## src/sv/sbus_frame_decoder_macros.svh

```systemverilog
// ----------------------------------------------------------------------------
// SBUS frame decoder assertion macros
// Immediate-cycle and next-cycle implication checks on clock and reset.
// ----------------------------------------------------------------------------
`ifndef SBUS_FRAME_DECODER_MACROS_SVH
`define SBUS_FRAME_DECODER_MACROS_SVH
`ifndef SYNTHESIS
`define SFD_ASSERT_NOW(name, pre, post) \
   name: assert property (@(posedge clock) disable iff (reset) (pre) |-> (post)) \
      else $error("sbus frame decoder check failed");
`define SFD_ASSERT_NEXT(name, pre, post) \
   name: assert property (@(posedge clock) disable iff (reset) (pre) |=> (post)) \
      else $error("sbus frame decoder check failed");
`else
`define SFD_ASSERT_NOW(name, pre, post)
`define SFD_ASSERT_NEXT(name, pre, post)
`endif
`endif

```

## src/sv/sfd_pkg.sv

```systemverilog
// ----------------------------------------------------------------------------
// SBUS frame decoder package
// Frame layout constants and the control bundle from the byte collector.
// ----------------------------------------------------------------------------
`timescale 1ns / 1ps

package sfd_pkg;

   localparam int FRAME_BYTES   = 25;
   localparam int CHANNEL_COUNT = 16;
   localparam int CHAN_BITS     = 11;
   localparam int COUNT_W       = 5;
   localparam int CHAN_IDX_W    = 4;
   localparam int FLAG_W        = 4;
   localparam int PAYLOAD_BITS  = CHANNEL_COUNT * CHAN_BITS;

   localparam logic [7:0] START_BYTE = 8'h0F;

   localparam logic [COUNT_W-1:0] FIRST_PAYLOAD_POS = 5'd1;
   localparam logic [COUNT_W-1:0] LAST_PAYLOAD_POS  = 5'd22;
   localparam logic [COUNT_W-1:0] FLAGS_POS         = 5'd23;
   localparam logic [COUNT_W-1:0] END_POS           = 5'd24;

   localparam logic [CHAN_IDX_W-1:0] LAST_CHANNEL = 4'(CHANNEL_COUNT - 1);

   typedef struct packed {
      logic shift_in;    // payload byte accepted
      logic take_flags;  // flags byte accepted
      logic frame_ok;    // end byte accepted and valid
   } ctl_type;

   function automatic logic end_byte_ok(input logic [7:0] b);
      end_byte_ok = (b == 8'h00) || (b == 8'h04) || (b == 8'h14) ||
                    (b == 8'h24) || (b == 8'h34);
   endfunction

endpackage

```

## src/sv/sfd_collect.sv

```systemverilog
// ----------------------------------------------------------------------------
// SBUS byte collector
// Tracks the byte position within a frame and flags payload, flags and end.
// ----------------------------------------------------------------------------
`timescale 1ns / 1ps

module sfd_collect (
   input  logic               clock,
   input  logic               reset,
   input  logic               accept,
   input  logic [7:0]         rx_byte,
   output sfd_pkg::ctl_type   ctl
);

   logic [sfd_pkg::COUNT_W-1:0] count_ff;
   logic [sfd_pkg::COUNT_W-1:0] count_in;

   always_comb begin
      count_in = count_ff;
      if (accept) begin
         if (count_ff == '0) begin
            // drop anything but the start byte while idle
            if (rx_byte == sfd_pkg::START_BYTE) begin
               count_in = sfd_pkg::FIRST_PAYLOAD_POS;
            end
         end else if (count_ff == sfd_pkg::END_POS) begin
            count_in = '0;
         end else begin
            count_in = count_ff + 1'b1;
         end
      end
   end

   always_comb begin
      ctl.shift_in   = accept && (count_ff >= sfd_pkg::FIRST_PAYLOAD_POS) &&
                       (count_ff <= sfd_pkg::LAST_PAYLOAD_POS);
      ctl.take_flags = accept && (count_ff == sfd_pkg::FLAGS_POS);
      ctl.frame_ok   = accept && (count_ff == sfd_pkg::END_POS) &&
                       sfd_pkg::end_byte_ok(rx_byte);
   end

   always_ff @(posedge clock) begin
      if (reset) begin
         count_ff <= '0;
      end else begin
         count_ff <= count_in;
      end
   end

endmodule

```

## src/sv/sfd_unpack.sv

```systemverilog
// ----------------------------------------------------------------------------
// SBUS payload unpacker
// Shifts payload bytes in, then shifts one 11-bit channel out per step.
// ----------------------------------------------------------------------------
`timescale 1ns / 1ps

module sfd_unpack (
   input  logic                           clock,
   input  sfd_pkg::ctl_type               ctl,
   input  logic                           step,
   input  logic [7:0]                     rx_byte,
   input  logic [63:0]                    rx_time_us,
   output logic [sfd_pkg::CHAN_BITS-1:0]  chan_value,
   output logic [sfd_pkg::FLAG_W-1:0]     flags,
   output logic [63:0]                    frame_time_us
);

   localparam int PB = sfd_pkg::PAYLOAD_BITS;
   localparam int CB = sfd_pkg::CHAN_BITS;

   logic [PB-1:0]                  payload_ff;
   logic [PB-1:0]                  payload_in;
   logic [sfd_pkg::FLAG_W-1:0]     flags_ff;
   logic [63:0]                    time_ff;

   always_comb begin
      payload_in = payload_ff;
      if (ctl.shift_in) begin
         // first payload byte ends up in the low bits after the last shift
         payload_in = {rx_byte, payload_ff[PB-1:8]};
      end else if (step) begin
         payload_in = {{CB{1'b0}}, payload_ff[PB-1:CB]};
      end
   end

   always_ff @(posedge clock) begin
      payload_ff <= payload_in;
      if (ctl.take_flags) begin
         flags_ff <= rx_byte[sfd_pkg::FLAG_W-1:0];
      end
      if (ctl.frame_ok) begin
         time_ff <= rx_time_us;
      end
   end

   assign chan_value    = payload_ff[CB-1:0];
   assign flags         = flags_ff;
   assign frame_time_us = time_ff;

endmodule

```

## src/sv/sfd_seq.sv

```systemverilog
// ----------------------------------------------------------------------------
// SBUS channel sequencer
// Steps through the sixteen channels and holds each in the output register.
// ----------------------------------------------------------------------------
`timescale 1ns / 1ps

`include "sbus_frame_decoder_macros.svh"

module sfd_seq (
   input  logic                            clock,
   input  logic                            reset,
   input  sfd_pkg::ctl_type                ctl,
   input  logic [sfd_pkg::CHAN_BITS-1:0]   chan_value,
   input  logic [sfd_pkg::FLAG_W-1:0]      flags,
   input  logic [63:0]                     frame_time_us,
   output logic                            busy,
   output logic                            step,
   output logic                            rsp_valid,
   input  logic                            rsp_ready,
   output logic [sfd_pkg::CHAN_IDX_W-1:0]  rsp_channel_index,
   output logic [sfd_pkg::CHAN_BITS-1:0]   rsp_channel_value,
   output logic                            rsp_digital_a,
   output logic                            rsp_digital_b,
   output logic                            rsp_lost_flag,
   output logic                            rsp_failsafe_flag,
   output logic [63:0]                     rsp_frame_time_us,
   output logic                            rsp_last_channel
);

   logic                             busy_ff;
   logic                             busy_in;
   logic [sfd_pkg::CHAN_IDX_W-1:0]   chan_ff;
   logic [sfd_pkg::CHAN_IDX_W-1:0]   chan_in;
   logic                             valid_ff;
   logic                             valid_in;
   logic [sfd_pkg::CHAN_IDX_W-1:0]   index_ff;
   logic [sfd_pkg::CHAN_BITS-1:0]    value_ff;
   logic [sfd_pkg::FLAG_W-1:0]       flags_ff;
   logic [63:0]                      time_ff;
   logic                             last_ff;
   logic                             load;
   logic                             at_last;

   // while busy, load the output register whenever it is empty or being drained
   assign load    = busy_ff && (!valid_ff || rsp_ready);
   assign step    = load;
   assign at_last = (chan_ff == sfd_pkg::LAST_CHANNEL);

   always_comb begin
      busy_in  = busy_ff;
      chan_in  = chan_ff;
      valid_in = valid_ff;
      if (ctl.frame_ok) begin
         busy_in = 1'b1;
         chan_in = '0;
      end
      if (load) begin
         valid_in = 1'b1;
         chan_in  = chan_ff + 1'b1;
         if (at_last) begin
            busy_in = 1'b0;
         end
      end else if (rsp_ready) begin
         valid_in = 1'b0;
      end
   end

   always_ff @(posedge clock) begin
      if (reset) begin
         busy_ff  <= 1'b0;
         chan_ff  <= '0;
         valid_ff <= 1'b0;
      end else begin
         busy_ff  <= busy_in;
         chan_ff  <= chan_in;
         valid_ff <= valid_in;
      end
      if (load) begin
         index_ff <= chan_ff;
         value_ff <= chan_value;
         flags_ff <= flags;
         time_ff  <= frame_time_us;
         last_ff  <= at_last;
      end
   end

   assign busy              = busy_ff;
   assign rsp_valid         = valid_ff;
   assign rsp_channel_index = index_ff;
   assign rsp_channel_value = value_ff;
   assign rsp_digital_a     = flags_ff[0];
   assign rsp_digital_b     = flags_ff[1];
   assign rsp_lost_flag     = flags_ff[2];
   assign rsp_failsafe_flag = flags_ff[3];
   assign rsp_frame_time_us = time_ff;
   assign rsp_last_channel  = last_ff;

   `SFD_ASSERT_NOW(a_no_frame_while_busy, ctl.frame_ok, !busy_ff)
   `SFD_ASSERT_NEXT(a_frame_starts_at_zero, ctl.frame_ok, busy_ff && (chan_ff == '0))
   `SFD_ASSERT_NEXT(a_last_ends_burst, load && at_last, !busy_ff && valid_ff && last_ff)
   `SFD_ASSERT_NEXT(a_inner_not_last, load && !at_last, busy_ff && !last_ff)

endmodule

```

## src/sv/sbus_frame_decoder.sv

```systemverilog
// ----------------------------------------------------------------------------
// SBUS frame decoder
// Bytes are taken one per cycle while a frame is collected and req_ready is high;
// they yield no result. A valid end byte sets busy, then loads channel 0 into the
// output register; then one channel per cycle while rsp_ready is high, 16 in all.
// req_ready is low from the end byte until the last channel is loaded.
// Synchronous reset clears the byte position, the sequencer and rsp_valid.
// ----------------------------------------------------------------------------
`timescale 1ns / 1ps

module sbus_frame_decoder (
   input  logic         clock,
   input  logic         reset,
   input  logic         req_valid,
   output logic         req_ready,
   input  logic [7:0]   req_rx_byte,
   input  logic [63:0]  req_rx_time_us,
   output logic         rsp_valid,
   input  logic         rsp_ready,
   output logic [3:0]   rsp_channel_index,
   output logic [10:0]  rsp_channel_value,
   output logic         rsp_digital_a,
   output logic         rsp_digital_b,
   output logic         rsp_lost_flag,
   output logic         rsp_failsafe_flag,
   output logic [63:0]  rsp_frame_time_us,
   output logic         rsp_last_channel
);

   sfd_pkg::ctl_type                 ctl;
   logic                             accept;
   logic                             busy;
   logic                             step;
   logic [sfd_pkg::CHAN_BITS-1:0]    chan_value;
   logic [sfd_pkg::FLAG_W-1:0]       flags;
   logic [63:0]                      frame_time_us;

   // hold off new bytes while a channel burst is in flight
   assign req_ready = !busy;
   assign accept    = req_valid && req_ready;

   sfd_collect u_collect (
      .clock   (clock),
      .reset   (reset),
      .accept  (accept),
      .rx_byte (req_rx_byte),
      .ctl     (ctl)
   );

   sfd_unpack u_unpack (
      .clock         (clock),
      .ctl           (ctl),
      .step          (step),
      .rx_byte       (req_rx_byte),
      .rx_time_us    (req_rx_time_us),
      .chan_value    (chan_value),
      .flags         (flags),
      .frame_time_us (frame_time_us)
   );

   sfd_seq u_seq (
      .clock             (clock),
      .reset             (reset),
      .ctl               (ctl),
      .chan_value        (chan_value),
      .flags             (flags),
      .frame_time_us     (frame_time_us),
      .busy              (busy),
      .step              (step),
      .rsp_valid         (rsp_valid),
      .rsp_ready         (rsp_ready),
      .rsp_channel_index (rsp_channel_index),
      .rsp_channel_value (rsp_channel_value),
      .rsp_digital_a     (rsp_digital_a),
      .rsp_digital_b     (rsp_digital_b),
      .rsp_lost_flag     (rsp_lost_flag),
      .rsp_failsafe_flag (rsp_failsafe_flag),
      .rsp_frame_time_us (rsp_frame_time_us),
      .rsp_last_channel  (rsp_last_channel)
   );

endmodule
```

## config.mk

```make
export PLATFORM = sky130hd
export DESIGN_NAME = sbus_frame_decoder
export DESIGN_NICKNAME = d
export VERILOG_FILES = /design/src/sv/sfd_pkg.sv /design/src/sv/sfd_collect.sv /design/src/sv/sfd_unpack.sv /design/src/sv/sfd_seq.sv /design/src/sv/sbus_frame_decoder.sv
export VERILOG_INCLUDE_DIRS = /design/src /design/src/sv
export SDC_FILE = /design/constraint.sdc
export NUM_CORES = 1
export LEC_CHECK = 0
export BUFFER_PORTS_ARGS = -buffer_cell sky130_fd_sc_hd__clkbuf_2
export CAP_MARGIN = 20
export CORE_MARGIN = 2
export CORE_UTILIZATION = 55
export CTS_BUF_LIST = sky130_fd_sc_hd__clkbuf_4 sky130_fd_sc_hd__clkbuf_8
export CTS_CLUSTER_SIZE = 8
export DETAILED_ROUTE_END_ITERATION = 12
export PLACE_DENSITY = 0.87
export SETUP_SLACK_MARGIN = 0.2
export SLEW_MARGIN = 20
export SYNTH_ARGS = -nofsm -noshare
export SYNTH_HDL_FRONTEND = slang
export SYNTH_HIERARCHICAL = 1
export SYNTH_SLANG_ARGS = --single-unit
```

## constraint.sdc

```tcl
create_clock -name clock -period 11.85 [get_ports clock]
set_input_delay 1.7775 -clock clock [delete_from_list [all_inputs] [get_ports clock]]
set_output_delay 1.7775 -clock clock [all_outputs]
set_load 0.02 [all_outputs]
```

# After elaboration in Yosys (flattened, before gate mapping)
# Cells that the tools add are included.
# Widths: inputs -> output; s select.
# word_totals
register_bits	339
input_bits	76
out_inout_bits	86
word_cells	57
# classes
addsub	2
n_lt_le_gt_ge	2
n_eq_ne	9
muxes	12
n_reduce_logical	20
# ops
operator	n
$mux 176	2
$eq 8x6->1 const B	2
$mux 5	3
$eq 5x5->1 const B	2
$eq 8x3->1 const B	1
$eq 8x4->1 const B	1
$eq 8x5->1 const B	1
$logic_not 8->1	1
$mux 4	2
$logic_and 1x1->1	7
$reduce_bool 2->1	3
$add 5x1->5 const B	1
$ge 5x1->1 const B	1
$le 5x5->1 const B	1
$logic_not 5->1	1
$logic_or 1x1->1	5
$mux 1	5
$add 4x1->4 const B	1
$eq 4x4->1 const B	1
$logic_not 1->1	2
$ne 2x2->1 const B	1
$reduce_and 2->1	1

# Depth between registers and ports, before layout
# Gate-level depths: netlist of the first run.
# logic_depth
ltp_word	9
mapped_depth	8
ltp_nobuf	8

# Modules after synthesis
# The synthesis of the first run kept the hierarchy.
# by_module_without_submodules
module	instances	cells_per_inst	area_each_um2	seq_area_each_um2
sfd_unpack	1	452	9918.3	7327.0
sfd_seq	1	114	2795.2	2642.5
sfd_collect	1	60	488.0	100.1
sbus_frame_decoder	1	2	10.0	0.0

# Worst setup path after synthesis of the first run
# Ideal clock, no wire load.
# synth_path
path_type	input-to-reg
from	input port req_valid
to	register u_seq/chan_ff[2] (netlist bit)
setup_ns	0.138
arrival_ns	9.542
required_time_ns	11.712
path_slack_ns	2.170
path_stages	7
n_path_buf	1
path_cell_list	nor2b_1 -> clkbuf_1 -> nand2_1 -> nor4_1 -> inv_1 -> o21ai_0 -> a311oi_1
# synth_lines
element	line_no	source
start: declaration	sbus_frame_decoder.sv:14	input logic req_valid,
end signal: assignment	sfd_seq.sv:75	chan_ff <= chan_in;
end: declaration	sfd_seq.sv:32	logic [sfd_pkg::CHAN_IDX_W-1:0] chan_ff;

==> run metrics, run 1 <==
vias 6079; fin crit share 0.453; # IOs 162; Setup Buffers After CTS 0; status finished clean; RSZ-0062 raised after global routing no; HPWL after detailed placement 14200 µm; gpl congestion 0.843; input/output buffers 161; share of the synthesized area in the top cell type 0.746; area leader, netlist edfxtp_1; setup_tns 0 ns; Tot Pwr 2.15 mW; die area 0.0253 mm²; Final Skew 0.0153 ns; Mapped Avg Cell Area 21.0 µm²; Crit-path slowest cell buf_4; Initial Utilization 0.561; most numerous cell in the Yosys netlist edfxtp_1; Unique masters post-synth 48; vias in the first global route 6526; vias per cell 5.28; Synth area leaders edfxtp_1 (75%), mux2_4 (11%), mux2_2 (5.5%); Residual DRC 0; CP Class in -> reg; CP Cell Sequence clkbuf_2, nor2b_1, o41ai_1, a21oi_4, buf_4, buf_4, buf_4, mux2_2; CP Data Required Time 12.13 ns; mapped cell area 0.0132 mm²; first-pass GRT wire length 34500 µm; Core ar. 0.0235 mm²; Pleak 5.31 nW; EDFF count, synth 328; Final WS setup 6.49 ns; fmax 186 MHz; Chip Width 159 µm; Final Hold Fails 0; Placed Cells 1080; drt wl/cell 19.3 µm; yosys warns 6; fraction of registers with async set/reset 0; CTS Buf Count 49; cell mode on critical path buf_4; Starting DRT DRC Count 396; H-tree Lvls 2; Fillers 1544; CTS tree yes; commonest cells in the netlist edfxtp_1 (328), mux2_4 (101), mux2_2 (64); Seq/Total Area, Yosys 0.762; Data arrival, critical path 5.65 ns; chip height 159 µm; synthesis-to-finish area growth 14.0%; max_cap viols 0; Worst Path Buf+Inv 4; syn_nets 709; Worst Setup End Kind flop; Clock Path Buffers 3; crit path time final 5.36 ns; largest net degree at the start of global routing 96; Pwr Density 143 mW/mm²; Root Driver clkbuf_8; initial antenna violation count 0; Hold Path Class reg -> reg; setup violators final 0; Slew Limit Fails 0; Clock Sinks 339; slew at the pin closest to its max-slew limit 1.04 ns; drt total wl 22200 µm; Finished Layout Cells 1151; CTS Hold Buffers Added 0; crit-path leading delay family buffers and inverters; Overflow after GRT 0; critical path fanouts, max 73; fin nets 894; antenna viol nets, final 0; gr usage total 0.174; slew margin rel. 0.306; layout cells sized above 1 0.495; worst skew pair latency 0.55 ns; Reg clk slew, reported paths 0.06 ns; Peak VDD IR 85.6 µV; Critical Path Start Type primary input; row cnt 56; router iterations before antenna repair 5; synthesis-stage register bit count 339; diode count 0; Post-CTS Resized 0; Syn Inst Count 628; Crit path largest cell delay 0.81 ns; top_reg_cell synth edfxtp_1; dpl ws 5.92 ns
layout make-up:
class | instances | area, µm² | area share
inverter | 7 | 26.3 | 0.00174
clock inverter | 5 | 32.5 | 0.00216
multi-input combinational | 247 | 2850 | 0.189
tap | 319 | 399 | 0.0265
clock buffer | 65 | 795 | 0.0528
sequential | 339 | 10100 | 0.669
timing repair buffer | 169 | 890 | 0.0591
through the flow:
stage	instance area [µm²]	util	hold slack (ns)
finish	15100	0.640	0.417
floorplan	13200	-	0.400
CTS	15000	0.638	0.419
global placement	14200	0.603	0.400
global route	15100	0.640	0.424
detailed placement	14200	0.603	0.405
sequential cells by signal, indices dropped and copies added, names as in the netlist:
signal / count
u_collect/count_ff: 5
u_seq/busy: 1
u_seq/chan_ff: 4
u_seq/flags_ff: 4
u_seq/rsp_channel_index: 4
u_seq/rsp_channel_value: 11
u_seq/rsp_frame_time_us: 64
u_seq/rsp_last_channel: 1
u_seq/rsp_valid: 1
u_unpack/flags: 4
u_unpack/frame_time_us: 64
u_unpack/payload_ff: 176
per-layer routing:
layer | vias to the layer above | part of all wire | track usage | wire, µm
li1 | 2823 | - | - | -
met1 | 3049 | 0.37 | 0.188 | 8120
met2 | 162 | 0.57 | 0.333 | 12600
met3 | 45 | 0.037 | 0.0352 | 831
met4 | 0 | 0.029 | 0.0682 | 636
met5 | - | 0 | 0 | 0
cell usage in the layout (no fill, tap or decap), types with 2 or more instances in the layout:
cell type,netlist,final
buf_4,11,6
o21bai_1,2,2
o211ai_1,3,3
dfxtp_1,11,11
clkinv_1,0,2
and2_1,12,12
nand3_1,4,4
clkbuf_2,0,161
inv_6,0,2
mux2_4,101,101
nor2_1,4,3
clkbuf_4,0,16
a311oi_1,4,4
ha_1,5,5
a21oi_1,6,5
nand2_1,5,5
mux2_2,64,64
nand2b_1,2,2
edfxtp_1,328,328
or3_1,2,2
inv_1,6,6
clkbuf_8,0,49
nor2b_1,5,5
o21ai_0,3,3
worst reg2reg max path: cells and delay by family, from the launching register on:
| family | cells | cell delay, ns |
|---|---|---|
| compound gates | 2 | 0.42 |
| mux | 1 | 0.45 |
| simple gates | 1 | 0.51 |
| buf+inv | 3 | 2.43 |
| flops | 1 | 0.37 |
report_power, final:
| part | internal, mW | switching (mW) | total, mW |
|---|---|---|---|
| Combinational | 0.0155 | 0.0112 | 0.0267 |
| Sequential | 1.30 | 0.00139 | 1.30 |
| Clock | 0.428 | 0.389 | 0.817 |
| Total | 1.75 | 0.402 | 2.15 |
kinds of logic after synthesis:
kind of cell	count (synthesis)	share of synthesized area
flip-flops	339	0.762
multiplexers	165	0.169
buffers and inverters	42	0.0242
AND/OR/NAND/NOR	48	0.0226
AO/OA/AOI/OAI	29	0.0169
adder cells (fa/ha/maj)	5	0.00474
final timing paths:
kind / startpoint / to / slack (ns) / cells past startpoint
worst max-delay path: req_valid / u_unpack/payload_ff[24] / 6.49 / 8
worst min-delay path: u_unpack/frame_time_us[63] / u_seq/rsp_frame_time_us[63] / 0.42 / 0
worst max register to register: u_seq/busy / u_unpack/payload_ff[24] / 7.40 / 7
worst min register to register: u_unpack/frame_time_us[63] / u_seq/rsp_frame_time_us[63] / 0.42 / 0
Note: power is estimated with default switching activity, not from simulation.
==> inputs of run 2 (changes only) <==
CORE_UTILIZATION = 54   (was 55)
PLACE_DENSITY = 0.89   (was 0.87)
clock period = 4.49 ns   (was 11.85 ns; I/O delays follow)
==> run metrics, run 2 (synthesized netlist as in run 1, its figures left out) <==
status finished clean (unchanged); flop2flop setup slack 1.55 ns (was 7.40 ns); # IOs 162 (unchanged); first-pass GRT wire length 35100 µm (was 34500 µm); antenna viol nets, final 0 (unchanged); Pleak 5.35 nW (was 5.31 nW); DP Area 0.0143 mm² (was 0.0142 mm²); vias per cell 5.34 (was 5.28); Residual DRC 0 (unchanged); CP Cell Sequence nor2b_1, o41ai_1, a21oi_4, buf_12, mux2_2 (was clkbuf_2, nor2b_1, o41ai_1, a21oi_4, buf_4, buf_4, buf_4, mux2_2); reg2reg end u_unpack/payload_ff[19] (was u_unpack/payload_ff[24]); input/output buffers 161 (unchanged); Final Hold Fails 0 (unchanged); Overflow after GRT 0 (unchanged); fin crit share 0.655; worst skew pair latency 0.57 ns (was 0.55 ns); GRT busiest layer met2 (unchanged); Tot Pwr 5.76 mW (was 2.15 mW); most common cell after layout, fill and taps aside edfxtp_1 (unchanged); Post-Layout Inst Area 0.0152 mm² (was 0.0151 mm²); Worst Path Buf+Inv 1 (was 4); Pwr Density 380 mW/mm² (was 143 mW/mm²); Final WS setup 1.55 ns (was 6.49 ns); routing usage on met1 0.188 (about the same); vias 6202 (was 6079); chip height 160 µm (was 159 µm); Crit-path slowest cell buf_12 (was buf_4); Core ar. 0.0242 mm² (was 0.0235 mm²); setup violators final 0 (unchanged); fmax 340 MHz; dpl ws 1.25 ns (was 5.92 ns); CP Data Required Time 4.79 ns (was 12.13 ns); Setup Buffers After CTS 0 (unchanged); Clock Sinks 339 (unchanged); slew at the pin closest to its max-slew limit 1.10 ns (was 1.04 ns); Initial Utilization 0.546 (was 0.561); Min-Delay Path Depth 1 (was 0); H-tree Lvls 2 (unchanged); Final Skew 0.0127 ns (was 0.0153 ns); CTS tree yes (unchanged); crit path time final 2.94 ns; drt total wl 23600 µm (was 22200 µm); vias in the first global route 6543 (was 6526); CTS Hold Buffers Added 0 (unchanged); gpl congestion 0.786 (was 0.843); slew margin rel. 0.268 (was 0.306); HPWL after detailed placement 14700 µm (was 14200 µm); commonest cells after routing, fill and taps aside edfxtp_1 (328), clkbuf_2 (161), mux2_4 (101) (unchanged); Starting DRT DRC Count 630 (was 396); fin nets 895 (was 894); drt wl/cell 20.3 µm (was 19.3 µm); worst r2r src u_seq/busy (unchanged); critical path fanouts, max 176 (was 73); max reg flops 176 (unchanged); Post-CTS Resized 0 (unchanged); CP Class reg -> reg (was in -> reg); crit-path leading delay family buffers and inverters (unchanged); cell depth of the worst setup path 5 (was 8); initial antenna violation count 1 (was 0); Data arrival, critical path 3.24 ns (was 5.65 ns); most flop-heavy register u_unpack/payload_ff (unchanged); CTS Buf Count 50 (was 49); RSZ-0062 raised after global routing no (unchanged); WHS 0.279 ns (was 0.417 ns); layout cells sized above 1 0.499 (was 0.495); reg2reg path depth 5 (was 7); Critical Path Start Type flop (was primary input); Slew Limit Fails 0 (unchanged); router iterations before antenna repair 6 (was 5); gr usage total 0.177 (was 0.174); largest net degree at the start of global routing 177 (was 96); synthesis-to-finish area growth 14.7% (was 14.0%); Peak VDD IR 218 µV (was 85.6 µV); Root Driver clkbuf_8 (unchanged); Crit path largest cell delay 0.76 ns (was 0.81 ns); setup_tns 0 ns (unchanged); met2 GRT Util 0.337 (was 0.333); min-delay src req_rx_time_us[27] (was u_unpack/frame_time_us[63]); Chip Width 160 µm (was 159 µm); Worst Setup End Kind flop (unchanged); max_cap viols 0 (unchanged); row cnt 57 (was 56); Hold Path Class in -> reg (was reg -> reg); Clock Path Buffers 3 (unchanged); Hold EP u_unpack/frame_time_us[27] (was u_seq/rsp_frame_time_us[63]); die area 0.0257 mm² (was 0.0253 mm²); Reg clk slew, reported paths 0.06 ns (about the same); grt met3 use 0.0367 (was 0.0352)
[run 2: cell type report]
class / instances / area (µm²)
fillers: 1536 / 9020
multi-input cells: 247 / 2870
inverters: 7 / 26.3
repair buffers: 169 / 923
diodes: 1 / 2.50
clock inverters: 6 / 36.3
flip-flops and latches: 339 / 10100
clock buffers: 69 / 831
well taps: 324 / 405
[run 2: worst reg2reg max path: cells and delay by family, from the launching register on]
kind | cells | cell delay [ns]
and+or+nand+nor | 1 | 0.52
buffers and inverters | 1 | 0.76
DFF | 1 | 0.36
AOI/OAI and AO/OA | 2 | 0.44
muxes | 1 | 0.58
[run 2: worst max path at each step]
| stage | startpoint | to | slack, ns |
|---|---|---|---|
| after floorplan | rsp_ready | u_unpack/payload_ff[0] | -0.31 |
| after global placement | req_valid | u_unpack/payload_ff[18] | 1.27 |
| after detailed placement | req_valid | u_unpack/payload_ff[5] | 1.25 |
| after CTS | u_seq/busy | u_unpack/payload_ff[19] | 1.60 |
| after global routing | u_seq/busy | u_unpack/payload_ff[22] | 1.41 |
| final | u_seq/busy | u_unpack/payload_ff[19] | 1.55 |
[run 2: where the power goes]
| part | internal, mW | switching [mW] |
|---|---|---|
| clock | 1.18 | 1.07 |
| sequential | 3.44 | 0.00376 |
| combinational | 0.0416 | 0.0306 |
[run 2: layer usage]
layer,vias up,wire length [µm]
met5,-,0
met4,0,773
met3,56,1200
met2,210,13500
met1,3102,8120
li1,2834,-
[run 2: stage by stage]
step | cells | util
finish | 1162 | 0.627
global route | 1162 | 0.627
CTS | 1160 | 0.626
detailed placement | 1085 | 0.590
global placement | 1085 | 0.590
floorplan | 628 | -
==> inputs of run 3 (changes only) <==
ABC_AREA = 1   (was not set)
clock period = 2.62 ns   (was 4.49 ns; I/O delays follow)
==> run metrics, run 3 <==
HPWL after detailed placement 15600 µm (was 14700 µm); Initial Utilization 0.553 (was 0.546); Pleak 6.42 nW (was 5.35 nW); Hold Path Class in -> reg (unchanged); max reg flops 176 (unchanged); DP Area 0.0141 mm² (was 0.0143 mm²); vias in the first global route 8740 (was 6543); share of the synthesized area in the top cell type 0.757 (was 0.746); drt wl/cell 20.8 µm (was 20.3 µm); worst r2r src u_collect/count_ff[1] (was u_seq/busy); Clock Path Buffers 3 (unchanged); synthesis-stage register bit count 339 (unchanged); # IOs 162 (unchanged); CTS Buf Count 49 (was 50); CP Cell Sequence inv_1, ha_1, nor2_1, nand3_1, o21ai_2, a21oi_4, or2_4, buf_16 (was nor2b_1, o41ai_1, a21oi_4, buf_12, mux2_2); Chip Width 159 µm (was 160 µm); synthesis-to-finish area growth 19.9% (was 14.7%); vias 8714 (was 6202); dpl ws 0.428 ns (was 1.25 ns); vias per cell 5.45 (was 5.34); Post-Layout Inst Area 0.0156 mm² (was 0.0152 mm²); yosys warns 6 (unchanged); diode count 0 (was 1); status finished clean (unchanged); critical path fanouts, max 74 (was 176); gr usage total 0.246 (was 0.177); fin nets 1340 (was 895); Crit-path slowest cell dfxtp_2 (was buf_12); largest net degree at the start of global routing 119 (was 177); Final Hold Fails 0 (unchanged); EDFF count, synth 328 (unchanged); Unique masters post-synth 28 (was 48); syn_nets 1097 (was 709); worst skew pair latency 0.60 ns (was 0.57 ns); layout cells sized above 1 0.216 (was 0.499); Syn Inst Count 1016 (was 628); router iterations before antenna repair 5 (was 6); initial antenna violation count 0 (was 1); max_cap viols 0 (unchanged); Root Driver clkbuf_8 (unchanged); most flop-heavy register u_unpack/payload_ff (unchanged); Seq/Total Area, Yosys 0.774 (was 0.762); RSZ-0062 raised after global routing no (unchanged); chip height 159 µm (was 160 µm); fin crit share 0.873 (was 0.655); Crit path largest cell delay 0.38 ns (was 0.76 ns); mapped cell area 0.0130 mm² (was 0.0132 mm²); gpl congestion 0.874 (was 0.786); Data arrival, critical path 2.52 ns (was 3.24 ns); CTS tree yes (unchanged); Final WS setup 0.333 ns (was 1.55 ns); setup violators final 0 (unchanged); flop2flop setup slack 0.33 ns (was 1.55 ns); Core ar. 0.0235 mm² (was 0.0242 mm²); Final Skew 0.0342 ns (was 0.0127 ns); Fillers 1474 (was 1536); min-delay src req_rx_time_us[40] (was req_rx_time_us[27]); Reg clk slew, reported paths 0.07 ns (was 0.06 ns); H-tree Lvls 2 (unchanged); Peak VDD IR 1120 µV (was 218 µV); drt total wl 33200 µm (was 23600 µm); Synth area leaders edfxtp_1 (76%), nand2_1 (15%), dfxtp_1 (1.7%) (was edfxtp_1 (75%), mux2_4 (11%), mux2_2 (5.5%)); area leader, netlist edfxtp_1 (unchanged); Overflow after GRT 0 (unchanged); Residual DRC 0 (unchanged); Setup crit start u_collect/count_ff[1] (was u_seq/busy); Critical Path Start Type flop (unchanged); antenna viol nets, final 0 (unchanged); die area 0.0254 mm² (was 0.0257 mm²); Clock Sinks 339 (unchanged); Slew Limit Fails 0 (unchanged); Mapped Avg Cell Area 12.8 µm² (was 21.0 µm²); Starting DRT DRC Count 1038 (was 630); Pwr Density 1230 mW/mm² (was 380 mW/mm²); input/output buffers 161 (unchanged); row cnt 56 (was 57); crit path time final 2.29 ns (was 2.94 ns); reg2reg path depth 8 (was 5); slew margin rel. 0.599 (was 0.268); top_reg_cell synth edfxtp_1 (unchanged); fmax 437 MHz (was 340 MHz); commonest cells after routing, fill and taps aside nand2_1 (526), edfxtp_1 (328), clkbuf_2 (161) (was edfxtp_1 (328), clkbuf_2 (161), mux2_4 (101)); most numerous cell in the Yosys netlist nand2_1 (was edfxtp_1); commonest cells in the netlist nand2_1 (526), edfxtp_1 (328), inv_1 (28) (was edfxtp_1 (328), mux2_4 (101), mux2_2 (64)); Critical Path End u_unpack/payload_ff[8] (was u_unpack/payload_ff[19]); first-pass GRT wire length 47200 µm (was 35100 µm); CP Class reg -> reg (unchanged); Worst Setup End Kind flop (unchanged); most common cell after layout, fill and taps aside nand2_1 (was edfxtp_1); reg2reg end u_unpack/payload_ff[8] (was u_unpack/payload_ff[19]); slew at the pin closest to its max-slew limit 0.602 ns (was 1.10 ns); CP Data Required Time 2.85 ns (was 4.79 ns); fraction of registers with async set/reset 0 (unchanged)
==> run 3: cell types whose count changed after synthesis, moves of 5 or more <==
cell,change
nand2_1,+521
mux2_4,-101
mux2_2,-64
inv_1,+22
and2_1,-12
nor2_1,+11
buf_2,+8
nand3_1,+8
buf_6,+5
nor2b_1,-5
o21ai_0,+5
==> run 3: routing by layer <==
layer | routed length (µm) | share of wire | global-route usage
met1 | 10400 | 0.31 | 0.247
met2 | 18300 | 0.55 | 0.468
met3 | 2120 | 0.064 | 0.0479
met4 | 2420 | 0.073 | 0.147
met5 | 0 | 0 | 0
==> run 3: worst max-delay path, delay by kind of cell, from the launching register on <==
| family | cells | cell delay, ns |
|---|---|---|
| AOI/OAI and AO/OA | 2 | 0.35 |
| buffers and inverters | 2 | 0.50 |
| DFF | 1 | 0.38 |
| adders and majority gates | 1 | 0.19 |
| and+or+nand+nor | 3 | 0.47 |
==> run 3: repair_timing <==
action	CTS	global route
buffers inserted	0	6
hold buffers	49	13
setup endpoints to repair	0	399
gates resized for setup	0	7
hold endpoints to repair	49	13
==> run 3: metrics by stage <==
step	util	hold slack, ns	cells	TNS [ns]	power (mW)
after CTS	0.654	0.000203	1579	0	18.5
after detailed placement	0.597	0.405	1459	0	14.5
final	0.663	0.0206	1598	0	19.1
after global placement	0.597	0.400	1459	0	14.0
after floorplan	-	0.400	1016	-368.41	13.4
after global routing	0.663	-0.000122	1598	0	20.0
==> run 3: final cells by class <==
cell class | instances | area, µm² | area share
Clock buffer | 69 | 831 | 0.0532
Clock inverter | 2 | 12.5 | 0.000802
Inverter | 33 | 154 | 0.00986
Multi-Input combinational cell | 594 | 2430 | 0.156
Sequential cell | 339 | 10100 | 0.646
Tap cell | 319 | 399 | 0.0256
Timing Repair Buffer | 242 | 1710 | 0.110
==> run 3: report_power, final <==
part           switching, mW  leakage (nW)  internal, mW  total [mW]
clock                   2.09         0.453          2.01        4.10
combinational           3.83          2.87          1.55        5.38
sequential             0.925          3.10          8.72        9.64
total                   6.85          6.42          12.3        19.1
==> run 3: worst min-delay path by stage <==
| stage | end | cells past startpoint |
|---|---|---|
| floorplan | u_seq/flags_ff[0] | 0 |
| global placement | u_seq/rsp_frame_time_us[17] | 0 |
| detailed placement | u_seq/rsp_frame_time_us[0] | 0 |
| CTS | u_unpack/frame_time_us[20] | 1 |
| global route | u_unpack/frame_time_us[40] | 1 |
| finish | u_unpack/frame_time_us[40] | 1 |
==> run 3: kinds of logic (layout without fill, tap and decap cells) <==
family	after synthesis	count (layout)	share of synthesized area
simple gates	568	568	0.169
flops	339	339	0.774
fa+ha+maj	5	5	0.00481
compound gates	21	21	0.0100
buf+inv	83	346	0.0424
